==> src/rtl/swsu_pkg.sv <==
// Shared definitions for the sliding sorted window block.
// Holds sizes, the window entry layout and the sequencer state codes.
// No dependencies.
package swsu_pkg;

   localparam int WINDOW      = 32;
   localparam int SAMPLE_BITS = 16;
   localparam int AGE_BITS    = 7;

   // Position inside one window bank, and a count that can also hold WINDOW
   localparam int IDX_BITS      = (WINDOW > 1) ? $clog2(WINDOW) : 1;
   localparam int CNT_BITS      = $clog2(WINDOW + 1);
   // Two banks: one is read while the merged window is written to the other
   localparam int RAM_ADDR_BITS = IDX_BITS + 1;
   localparam int RAM_DEPTH     = 2 ** RAM_ADDR_BITS;
   localparam int ENTRY_BITS    = SAMPLE_BITS + AGE_BITS;

   typedef logic signed [SAMPLE_BITS-1:0] sample_type;
   typedef logic [AGE_BITS-1:0]           age_type;
   typedef logic [IDX_BITS-1:0]           idx_type;
   typedef logic [CNT_BITS-1:0]           cnt_type;
   typedef logic [RAM_ADDR_BITS-1:0]      ram_addr_type;

   typedef struct packed {
      sample_type value;
      age_type    age;
   } entry_type;

   localparam age_type AGE_NEWEST = age_type'(WINDOW);
   localparam age_type AGE_OLDEST = age_type'(1);

   typedef enum logic [2:0] {
      ST_CLEAR = 3'b001,
      ST_IDLE  = 3'b010,
      ST_RUN   = 3'b100
   } state_type;

endpackage

==> src/rtl/swsu_ram.sv <==
// Generic simple dual-port RAM: one write port, one read port with registered data.
// Self-contained; no package dependency.
module swsu_ram #(
   parameter int DATA_BITS = 8,
   parameter int DEPTH     = 16
) (
   input  logic                         clock,
   input  logic                         wr_en,
   input  logic [$clog2(DEPTH)-1:0]     wr_addr,
   input  logic [DATA_BITS-1:0]         wr_data,
   input  logic [$clog2(DEPTH)-1:0]     rd_addr,
   output logic [DATA_BITS-1:0]         rd_data
);

   logic [DATA_BITS-1:0] mem [DEPTH];
   logic [DATA_BITS-1:0] rd_data_ff;

   // Write port
   always_ff @(posedge clock) begin
      if (wr_en) begin
         mem[wr_addr] <= wr_data;
      end
   end

   // Registered read port
   always_ff @(posedge clock) begin
      rd_data_ff <= mem[rd_addr];
   end

   assign rd_data = rd_data_ff;

endmodule

==> src/rtl/sliding_window_sorted_update.sv <==
// Sliding sorted window: sequencer, merge logic and result register.
// Depends on swsu_pkg and instantiates swsu_ram.
//
// The block keeps WINDOW samples in ascending order, each tagged with an age
// (WINDOW newest, 1 oldest). Each accepted sample retires the entry of age 1,
// ages the rest by one, is inserted ahead of the first kept entry not smaller
// than it, and the whole new window is then returned as WINDOW result
// transactions in ascending order, rsp_last marking the final one. The window
// lives in one RAM split into two banks: the current window is streamed out of
// one bank, one entry per cycle unless results are stalled, while the merged
// window is written to the other, and the banks swap at the end of each run.
// One result leaves per cycle unless results are stalled, apart from the accept
// step and the skip over the retired entry. After reset a clearing pass loads
// the initial window; no sample is taken during it.
module sliding_window_sorted_update (
   input  logic                  clock,
   input  logic                  reset,
   input  logic                  req_valid,
   output logic                  req_stall,
   input  swsu_pkg::sample_type  req_sample,
   output logic                  rsp_valid,
   input  logic                  rsp_stall,
   output swsu_pkg::sample_type  rsp_sorted_value,
   output swsu_pkg::age_type     rsp_entry_age,
   output logic                  rsp_last
);
   import swsu_pkg::*;

   state_type    state_ff, state_in;
   logic         bank_ff, bank_in;
   cnt_type      rd_idx_ff, rd_idx_in;
   idx_type      n_ff, n_in;
   logic         placed_ff, placed_in;
   sample_type   sample_ff, sample_in;

   logic         rsp_valid_ff, rsp_valid_in;
   sample_type   rsp_value_ff, rsp_value_in;
   age_type      rsp_age_ff, rsp_age_in;
   logic         rsp_last_ff, rsp_last_in;

   logic         wr_en;
   ram_addr_type wr_addr;
   entry_type    wr_entry;
   ram_addr_type rd_addr;
   idx_type      rd_pos;
   logic [ENTRY_BITS-1:0] rd_data;
   entry_type    rd_entry;

   logic         out_free;
   logic         ent_vld;
   logic         emit;
   entry_type    emit_entry;
   logic         emit_last;

   // Window storage, two banks
   swsu_ram #(
      .DATA_BITS (ENTRY_BITS),
      .DEPTH     (RAM_DEPTH)
   ) u_window_ram (
      .clock   (clock),
      .wr_en   (wr_en),
      .wr_addr (wr_addr),
      .wr_data (wr_entry),
      .rd_addr (rd_addr),
      .rd_data (rd_data)
   );

   assign rd_entry = entry_type'(rd_data);
   assign out_free = !rsp_valid_ff || !rsp_stall;
   assign ent_vld  = (rd_idx_ff != cnt_type'(WINDOW));

   // Sequencer and merge step
   always_comb begin
      state_in   = state_ff;
      bank_in    = bank_ff;
      rd_idx_in  = rd_idx_ff;
      n_in       = n_ff;
      placed_in  = placed_ff;
      sample_in  = sample_ff;
      wr_en      = 1'b0;
      wr_addr    = {bank_ff, n_ff};
      wr_entry   = '{value: '0, age: age_type'(n_ff) + AGE_OLDEST};
      emit       = 1'b0;
      emit_entry = '{value: sample_ff, age: AGE_NEWEST};
      emit_last  = 1'b0;
      req_stall  = 1'b1;

      case (state_ff)
         ST_CLEAR: begin
            // load the reset window into bank zero
            wr_en   = 1'b1;
            wr_addr = {1'b0, n_ff};
            if (n_ff == idx_type'(WINDOW - 1)) begin
               n_in     = '0;
               state_in = ST_IDLE;
            end else begin
               n_in = n_ff + idx_type'(1);
            end
         end
         ST_IDLE: begin
            req_stall = 1'b0;
            if (req_valid) begin
               sample_in = req_sample;
               placed_in = 1'b0;
               rd_idx_in = '0;
               n_in      = '0;
               state_in  = ST_RUN;
            end
         end
         ST_RUN: begin
            if (ent_vld && rd_entry.age == AGE_OLDEST) begin
               // drop the retired entry
               rd_idx_in = rd_idx_ff + cnt_type'(1);
            end else if (out_free) begin
               emit = 1'b1;
               if (ent_vld && !placed_ff && rd_entry.value >= sample_ff) begin
                  // insert the new sample ahead of this entry, hold the entry
                  placed_in = 1'b1;
               end else if (ent_vld) begin
                  // pass the entry on, one step older
                  emit_entry = '{value: rd_entry.value,
                                 age:   rd_entry.age - AGE_OLDEST};
                  rd_idx_in  = rd_idx_ff + cnt_type'(1);
               end
               wr_en    = 1'b1;
               wr_addr  = {!bank_ff, n_ff};
               wr_entry = emit_entry;
               if (n_ff == idx_type'(WINDOW - 1)) begin
                  emit_last = 1'b1;
                  n_in      = '0;
                  bank_in   = !bank_ff;
                  state_in  = ST_IDLE;
               end else begin
                  n_in = n_ff + idx_type'(1);
               end
            end
         end
         default: begin
            state_in = ST_IDLE;
         end
      endcase
   end

   // Read address follows the next entry index so data lines up next cycle
   assign rd_pos  = (rd_idx_in == cnt_type'(WINDOW)) ? '0 : rd_idx_in[IDX_BITS-1:0];
   assign rd_addr = {bank_ff, rd_pos};

   // Result register: load on emit, drop once taken
   always_comb begin
      rsp_valid_in = rsp_valid_ff;
      rsp_value_in = rsp_value_ff;
      rsp_age_in   = rsp_age_ff;
      rsp_last_in  = rsp_last_ff;
      if (emit) begin
         rsp_valid_in = 1'b1;
         rsp_value_in = emit_entry.value;
         rsp_age_in   = emit_entry.age;
         rsp_last_in  = emit_last;
      end else if (!rsp_stall) begin
         rsp_valid_in = 1'b0;
      end
   end

   // Control registers
   always_ff @(posedge clock) begin
      if (reset) begin
         state_ff     <= ST_CLEAR;
         bank_ff      <= 1'b0;
         rd_idx_ff    <= '0;
         n_ff         <= '0;
         placed_ff    <= 1'b0;
         rsp_valid_ff <= 1'b0;
      end else begin
         state_ff     <= state_in;
         bank_ff      <= bank_in;
         rd_idx_ff    <= rd_idx_in;
         n_ff         <= n_in;
         placed_ff    <= placed_in;
         rsp_valid_ff <= rsp_valid_in;
      end
   end

   // Payload registers
   always_ff @(posedge clock) begin
      sample_ff    <= sample_in;
      rsp_value_ff <= rsp_value_in;
      rsp_age_ff   <= rsp_age_in;
      rsp_last_ff  <= rsp_last_in;
   end

   assign rsp_valid        = rsp_valid_ff;
   assign rsp_sorted_value = rsp_value_ff;
   assign rsp_entry_age    = rsp_age_ff;
   assign rsp_last         = rsp_last_ff;

endmodule

==> config.mk <==
export PLATFORM = sky130hd
export DESIGN_NAME = sliding_window_sorted_update
export DESIGN_NICKNAME = d
export VERILOG_FILES = /design/src/rtl/swsu_pkg.sv /design/src/rtl/swsu_ram.sv /design/src/rtl/sliding_window_sorted_update.sv
export SDC_FILE = /design/constraint.sdc
export NUM_CORES = 2
export LEC_CHECK = 0
export CORE_MARGIN = 5
export CORE_UTILIZATION = 43
export CTS_BUF_LIST = sky130_fd_sc_hd__clkbuf_16
export CTS_CLUSTER_DIAMETER = 200
export CTS_CLUSTER_SIZE = 20
export DETAILED_ROUTE_END_ITERATION = 7
export DONT_BUFFER_PORTS = 1
export HOLD_SLACK_MARGIN = 0.12
export PLACE_DENSITY = 0.57
export RECOVER_POWER = 50
export SYNTH_ARGS = -nofsm -noshare
export SYNTH_HDL_FRONTEND = slang
export SYNTH_SLANG_ARGS = --single-unit
export TNS_END_PERCENT = 30
==> constraint.sdc <==
create_clock -name clock -period 5.45 [get_ports clock]
set_input_delay 0.545 -clock clock [delete_from_list [all_inputs] [get_ports clock]]
set_output_delay 0.545 -clock clock [all_outputs]
set_load 0.1 [all_outputs]
**Word level (Yosys, flattened, before mapping)**

Memory sizes are Yosys's and may differ from the RTL's. A register that Yosys moved wholly into a read port is not among the register bits.
Index checks and enable logic that the tools add are counted.

- Flip-flop bits (word level): 57
- Memory bits (writable): 1,472
- Output and inout port bits: 26
- Word-level logic and storage cells: 90
- Memories kept: 1

- Add/subtract/negate cells: 4
- $lt $le $gt $ge: 1
- Equal/unequal tests: 12
- Muxes and demuxes: 43
- Bitwise operators: 3
- Reduce and logical (&&, ||, !) cells: 16

Memory list:

| memory | words | width | rd ports | clocked after memory_dff | wr ports | line | RTL |
|---|---|---|---|---|---|---|---|
| u_window_ram.mem | 64 | 23 | 1 | 1 | 1 | swsu_ram.sv:15 | `logic [DATA_BITS-1:0] mem [DEPTH];` |

Operators with widths:

| operator | number |
|---|---|
| two-way mux 23 bit | 8 |
| two-way mux 6 bit | 7 |
| two-way mux 5 bit | 5 |
| one-hot mux 6 bit (2 select lines) | 2 |
| >= comparator 16 bit | 1 |
| one-hot mux 5 bit (3 select lines) | 1 |
| two-way mux 1 bit | 13 |
| two-way mux 3 bit | 4 |
| one-hot mux 3 bit (3 select lines) | 1 |
| != test 2 bit (second input constant) | 4 |
| AND reduction 4 bit | 2 |
| == test 7 x 1 -> 1 bit (second input constant) | 1 |
| subtractor 7 x 1 -> 7 bit (second input constant) | 1 |
| adder 5 x 1 -> 6 bit (second input constant) | 1 |
| adder 6 x 1 -> 6 bit (second input constant) | 1 |
| == test 6 bit (second input constant) | 1 |
| != test 6 bit (second input constant) | 1 |
| adder 5 x 1 -> 5 bit (second input constant) | 1 |
| == test 5 bit (second input constant) | 1 |
| AND reduction 5 bit | 1 |
| logical NOT 1 bit | 4 |
| one-hot mux 1 bit (2 select lines) | 2 |
| == test 3 x 1 -> 1 bit (second input constant) | 1 |
| == test 3 x 2 -> 1 bit (second input constant) | 1 |
| 10 further kinds | 14 |

**Longest topological paths before layout**

- Depth in word-level cells: 9
- Depth in mapped cells: 20
- Depth with buffers taken out: 13

**Modules after synthesis**

From an unflattened synthesis, not the netlist that was laid out.

- Cell total of the unflattened synthesis: 2,779
- Area total of the unflattened synthesis: 60,131.4 µm²

By module, submodules not included:

| module | times used | cells an instance | area each (µm²) | sequential area each (µm²) |
|---|---|---|---|---|
| swsu_ram | 1 | 2,446 | 56,720.6 | 44,662.8 |
| sliding_window_sorted_update | 1 | 333 | 3,410.8 | 1,541.5 |

**Worst setup path before layout**

Ideal clock, no wire load.

- Path type: register -> register
- Start: reg sample_ff[13]
- End: mem u_window_ram.mem[0][0] (netlist bit) (data pin)
- Arrival: 4.773 ns
- Setup slack: 0.125 ns
- Cell stages (with the launch flop): 15
- Path buffers: 3
- Path through: edfxtp_1 -> inv_1 -> ha_1 -> a21o_1 -> a21o_1 -> a2111oi_4 -> a31o_2 -> nand2_1 -> nor2_1 -> o21ai_0 -> buf_1 -> or2_2 -> clkbuf_1 -> clkbuf_1 -> o22ai_1

- Longest elaborated chain between the ends: 6

RTL lines:

| item | line | RTL |
|---|---|---|
| start, declared | sliding_window_sorted_update.sv:34 | `sample_type sample_ff, sample_in;` |
| start signal, assigned | sliding_window_sorted_update.sv:185 | `sample_ff <= sample_in;` |
| >= comparator 16 bit | sliding_window_sorted_update.sv:116 | `if (ent_vld && !placed_ff && rd_entry.value >= sample_ff) begin` |
| logical AND 1 bit | sliding_window_sorted_update.sv:116 |  |
| two-way mux 23 bit | sliding_window_sorted_update.sv:116 |  |
| two-way mux 23 bit | sliding_window_sorted_update.sv:114 | `end else if (out_free) begin` |
| two-way mux 23 bit | sliding_window_sorted_update.sv:111 | `if (ent_vld && rd_entry.age == AGE_OLDEST) begin` |
| two-way mux 23 bit | sliding_window_sorted_update.sv:88 | `case (state_ff)` |
| named net u_window_ram.wr_data[0] | swsu_ram.sv:10 | `input logic [DATA_BITS-1:0] wr_data,` |
| end, declared | swsu_ram.sv:15 |  |

The timed path passes the listed nets, and every way through them passes these cells.

**Final worst setup path**

- Start: reg sample_ff[15]
- End: reg u_window_ram.rd_data_ff[7] (netlist: u_window_ram.rd_data[7]), read port of u_window_ram.mem

- Longest elaborated chain between the ends: 8

RTL lines:

| item | line | RTL |
|---|---|---|
| >= comparator 16 bit (*) | sliding_window_sorted_update.sv:116 |  |
| logical AND 1 bit (*) | sliding_window_sorted_update.sv:116 |  |
| two-way mux 6 bit (*) | sliding_window_sorted_update.sv:116 |  |
| two-way mux 6 bit (*) | sliding_window_sorted_update.sv:114 |  |
| two-way mux 6 bit (*) | sliding_window_sorted_update.sv:111 |  |
| one-hot mux 6 bit (2 select lines) (*) | sliding_window_sorted_update.sv:88 |  |
| == test 6 bit | sliding_window_sorted_update.sv:145 | `assign rd_pos = (rd_idx_in == cnt_type'(WINDOW)) ? '0 : rd_idx_in[IDX_BITS-1:0];` |
| two-way mux 5 bit (*) | sliding_window_sorted_update.sv:145 |  |
| end, declared | swsu_ram.sv:16 | `logic [DATA_BITS-1:0] rd_data_ff;` |

Mark *: on every way between the ends. The rest lies on a longest branch, timed or not.
A chain may end at the register's enable or synchronous reset.

==> metrics.md <==
| Metric | Value |
|---|---|
| Status | `complete, but fails checks` |
| Failing checks | `max-capacitance violations, max-slew violations` |
| Initial antenna violation count | `13` |
| CP Max Fanout | `27` |
| Syn nets | `~4400` |
| Rows | `139` |
| Root Driver | `clkbuf_16` |
| Post-DR vias/cell | `5.98` |
| Clock power share | `31.7%` |
| Die extent in x | `389 um` |
| Mapped Area | `61900 um^2` |
| Worst setup EP type | `flip-flop` |
| DR vias | `about 38000` |
| Port Buf Inserts | `0` |
| Non-filler cells, final | `6366` |
| Async SR Flop Fraction | `0%` |
| EDFF count, synth | `1512` |
| Syn Inst Count | `4337` |
| Ports | `46` |
| Skew-Pair Late Insertion Delay | `0.74 ns` |
| Switch Pwr | `roughly 0.0048 W` |
| Drt total wl | `between 150 and 200 mm` |
| Final TNS setup | `0 ns` |
| Fin crit period | `about 5.3 ns` |
| Comb pwr share | `5.7%` |
| Pins Over Slew Limit | `130` |
| CTS Buf Count | `87` |
| First-pass GRT wire length | `266 mm` |
| YS warnings | `0` |
| Syn Area/Cell | `around 14 um^2` |
| Gr ovfl total | `0` |
| Final hold vios | `0` |
| Inst Count DP | `6206` |
| Final period util | `between 90% and 100%` |
| Post-CTS Resized | `0` |
| Final Skew | `0.0657 ns` |
| Sequential area share after synthesis | `between 70% and 80%` |
| CTS H-tree lvls | `3` |
| Die Y | `389 um` |
| Max transition margin | `-26.9%` |
| Distinct cells, synth | `between 60 and 70` |
| Critical path class | `flip-flop to flip-flop` |
| Final Core Density | `47.7%` |
| Sequential power share | `62.5%` |
| Arrival time worst endpoint | `5.86 ns` |
| Initial DRC count | `4558` |
| F_max | `190 MHz` |
| Leakage | `between 20 and 25 nW` |
| Min-Delay Path Class | `primary input to flip-flop` |
| Synthesis-stage register bit count | `1552` |
| Critical Path RT | `6.05 ns` |
| Largest net degree at the start of global routing | `~120` |
| Drt drc | `0` |
| Antenna-violating nets left | `0` |
| Avg WL per Cell | `29.1 um` |
| Setup crit start kind | `flip-flop` |
| Sw frac | `22.5%` |
| Post-DP HPWL | `112 mm` |
| Initial core utilization | `between 40% and 50%` |
| CTS clk-pin slew, worst paths | `0.09 ns` |
| CTS tree | `yes` |
| Routability cong. | `0.873` |
| Design area | `68300 um^2` |
| Nets@finish | `4454` |
| Sink Count | `roughly 1600` |
| P per Cell Area | `~310 nW/um^2` |
| Maximum root-to-sink buffer count | `3` |
| Core area | `143000 um^2` |
| Pre-Repair DR Iteration Count | `8` |
| Worst-Margin Slew | `1.90 ns` |
| Unrepaired setup endpoints after global routing | `no` |
| Top FF cell, synth | `edfxtp_1` |
| DP Area | `about 66000 um^2` |
| Share of cells above drive strength 1 | `approximately a tenth` |
| Number of global-route vias before repair | `35500` |
| Total Routing Usage GR | `24.0%` |
| Die area | `152000 um^2` |
| Total of max-cap violations | `2` |
| Endpoints failing setup | `0` |
| Area Overhead vs Synth | `10.4%` |
| Int Power | `0.0166 W` |
| Max VDD drop | `0.000305 V` |
==> sequential cells by signal, summed over array words and instances, names as in the netlist <==
register	count
bank_ff	1
n_ff	5
placed_ff	1
rd_idx_ff	6
rsp_entry_age	7
rsp_last	1
rsp_sorted_value	16
rsp_valid	1
sample_ff	16
state_ff	3
u_window_ram.mem	1472
u_window_ram.rd_data	23
==> cell families (layout without fill, tap and decap cells) <==
| family | count (synthesis) | after routing | share of synthesized area, % |
|---|---|---|---|
| AOI/OAI and AO/OA | 536 | 536 | 6.71 |
| xor gates and xnor gates | 9 | 9 | 0.127 |
| adders and majority gates | 22 | 22 | 0.445 |
| buffers and inverters | 349 | 472 | 2.34 |
| DFF | 1552 | 1552 | 74.7 |
| muxes | 275 | 275 | 4.49 |
| other | 0 | 3 | 0 |
| and+or+nand+nor | 1594 | 1594 | 11.2 |
==> power groups by stage <==
| stage | Sequential [W] | Combinational (W) | Clock [W] |
|---|---|---|---|
| after floorplan | 0.0136 | 0.000623 | 0 |
| after global routing | 0.0134 | 0.00129 | 0.00733 |
| after global placement | 0.0136 | 0.00120 | 0 |
| final | 0.0134 | 0.00123 | 0.00678 |
| after CTS | 0.0133 | 0.00123 | 0.00690 |
| after detailed placement | 0.0136 | 0.00121 | 0 |
==> what timing repair did <==
item,in CTS,in global routing
buffers inserted,0,0
endpoints found under the hold margin,33,0
setup endpoints to repair,0,0
hold buffers,20,0
==> worst max-delay path, stage by stage, from the launching register on <==
cell	delay [ns]
edfxtp_1	0.37
inv_1	0.06
ha_1	0.38
nand4_1	0.22
nor3_1	0.13
a2111oi_4	0.38
nand4_1	0.30
a31oi_1	0.37
o211a_1	0.70
buf_4	0.52
a311oi_1	0.09
o21ai_1	0.47
o2111ai_1	0.49
or4_1	0.63
==> metal layers <==
layer	track usage [%]	share of wire, %	vias up	wire length [um]
li1	-	-	16600	-
met1	36.4	44	19500	80900
met2	36.2	44	1804	82300
met3	3.57	8.8	219	16300
met4	6.94	3.1	6	5840
met5	0	0.024	-	45
==> worst paths after layout <==
path	start	to	slack, ns	cells after the start
max	sample_ff[15]$_DFFE_PP_	u_window_ram.rd_data[7]$_DFF_P_	0.19	13
min	req_valid	rd_idx_ff[4]$_SDFF_PP0_	0.42	4
max reg2reg	sample_ff[15]$_DFFE_PP_	u_window_ram.rd_data[7]$_DFF_P_	0.19	13
min reg2reg	state_ff[1]$_SDFFE_PP0P_	state_ff[1]$_SDFFE_PP0P_	0.57	2
==> through the flow <==
step                hold WS [ns]  setup slack [ns]  total power, W
floorplan                  0.473             0.125          0.0142
detailed placement         0.497             0.284          0.0148
finish                     0.421             0.191          0.0214
global route               0.430            0.0938          0.0220
CTS                        0.307             0.258          0.0215
global placement           0.487             0.316          0.0148
==> synth_stat cells (all sizes together) (4+ instances only) <==
cell     count  area (um^2)
a31oi       47          309
xnor2        6         52.6
o32ai       21          184
clkbuf     164          616
a32oi       72          631
o22a        21          184
a311oi      42          368
ha          22          275
and3        46          288
mux2        19          214
nand4       33          213
or3          5         31.3
o2111ai     21          184
mux2i      256         2560
nor4         6         43.8
a211o        4         35.0
o22ai       52          325
a32o        44          440
inv         71          267
nor4bb      21          210
nor3         5         25.0
nand2      921         3460
a2111oi     43          395
a21o         7         52.6
a21oi       42          210
o21bai      21          158
dfxtp       40          801
nor2       183          697
nand3      326         1630
edfxtp    1512        45400
o21ai       35          175
a211oi      48          360
nor2b        9         56.3
buf        114          567
or4         23          173
==> area by class of cell <==
type,instances,area (um^2)
fillers,12400,75000
well taps,1903,2380
diodes,3,7.51
clock inverters,47,204
flip-flops and latches,1552,46200
repair buffers,264,2370
multi-input cells,2436,14600
inverters,71,267
clock buffers,90,2250
==> cell usage in the layout (no fill, tap or decap), types with 32 or more instances in the layout <==
cell,n
dfxtp_1,40
buf_4,187
clkbuf_16,90
mux2i_1,256
nand2_1,918
a32oi_1,72
a211oi_1,43
nor2_1,109
buf_12,32
nand4_1,33
a31oi_1,46
a2111oi_0,42
a311oi_1,42
nand3_1,326
nor2_2,53
edfxtp_1,1512
inv_1,114
a32o_1,44
a21oi_1,42
o22ai_1,48
and3_1,46
Note: power is estimated with default switching activity, not from simulation.
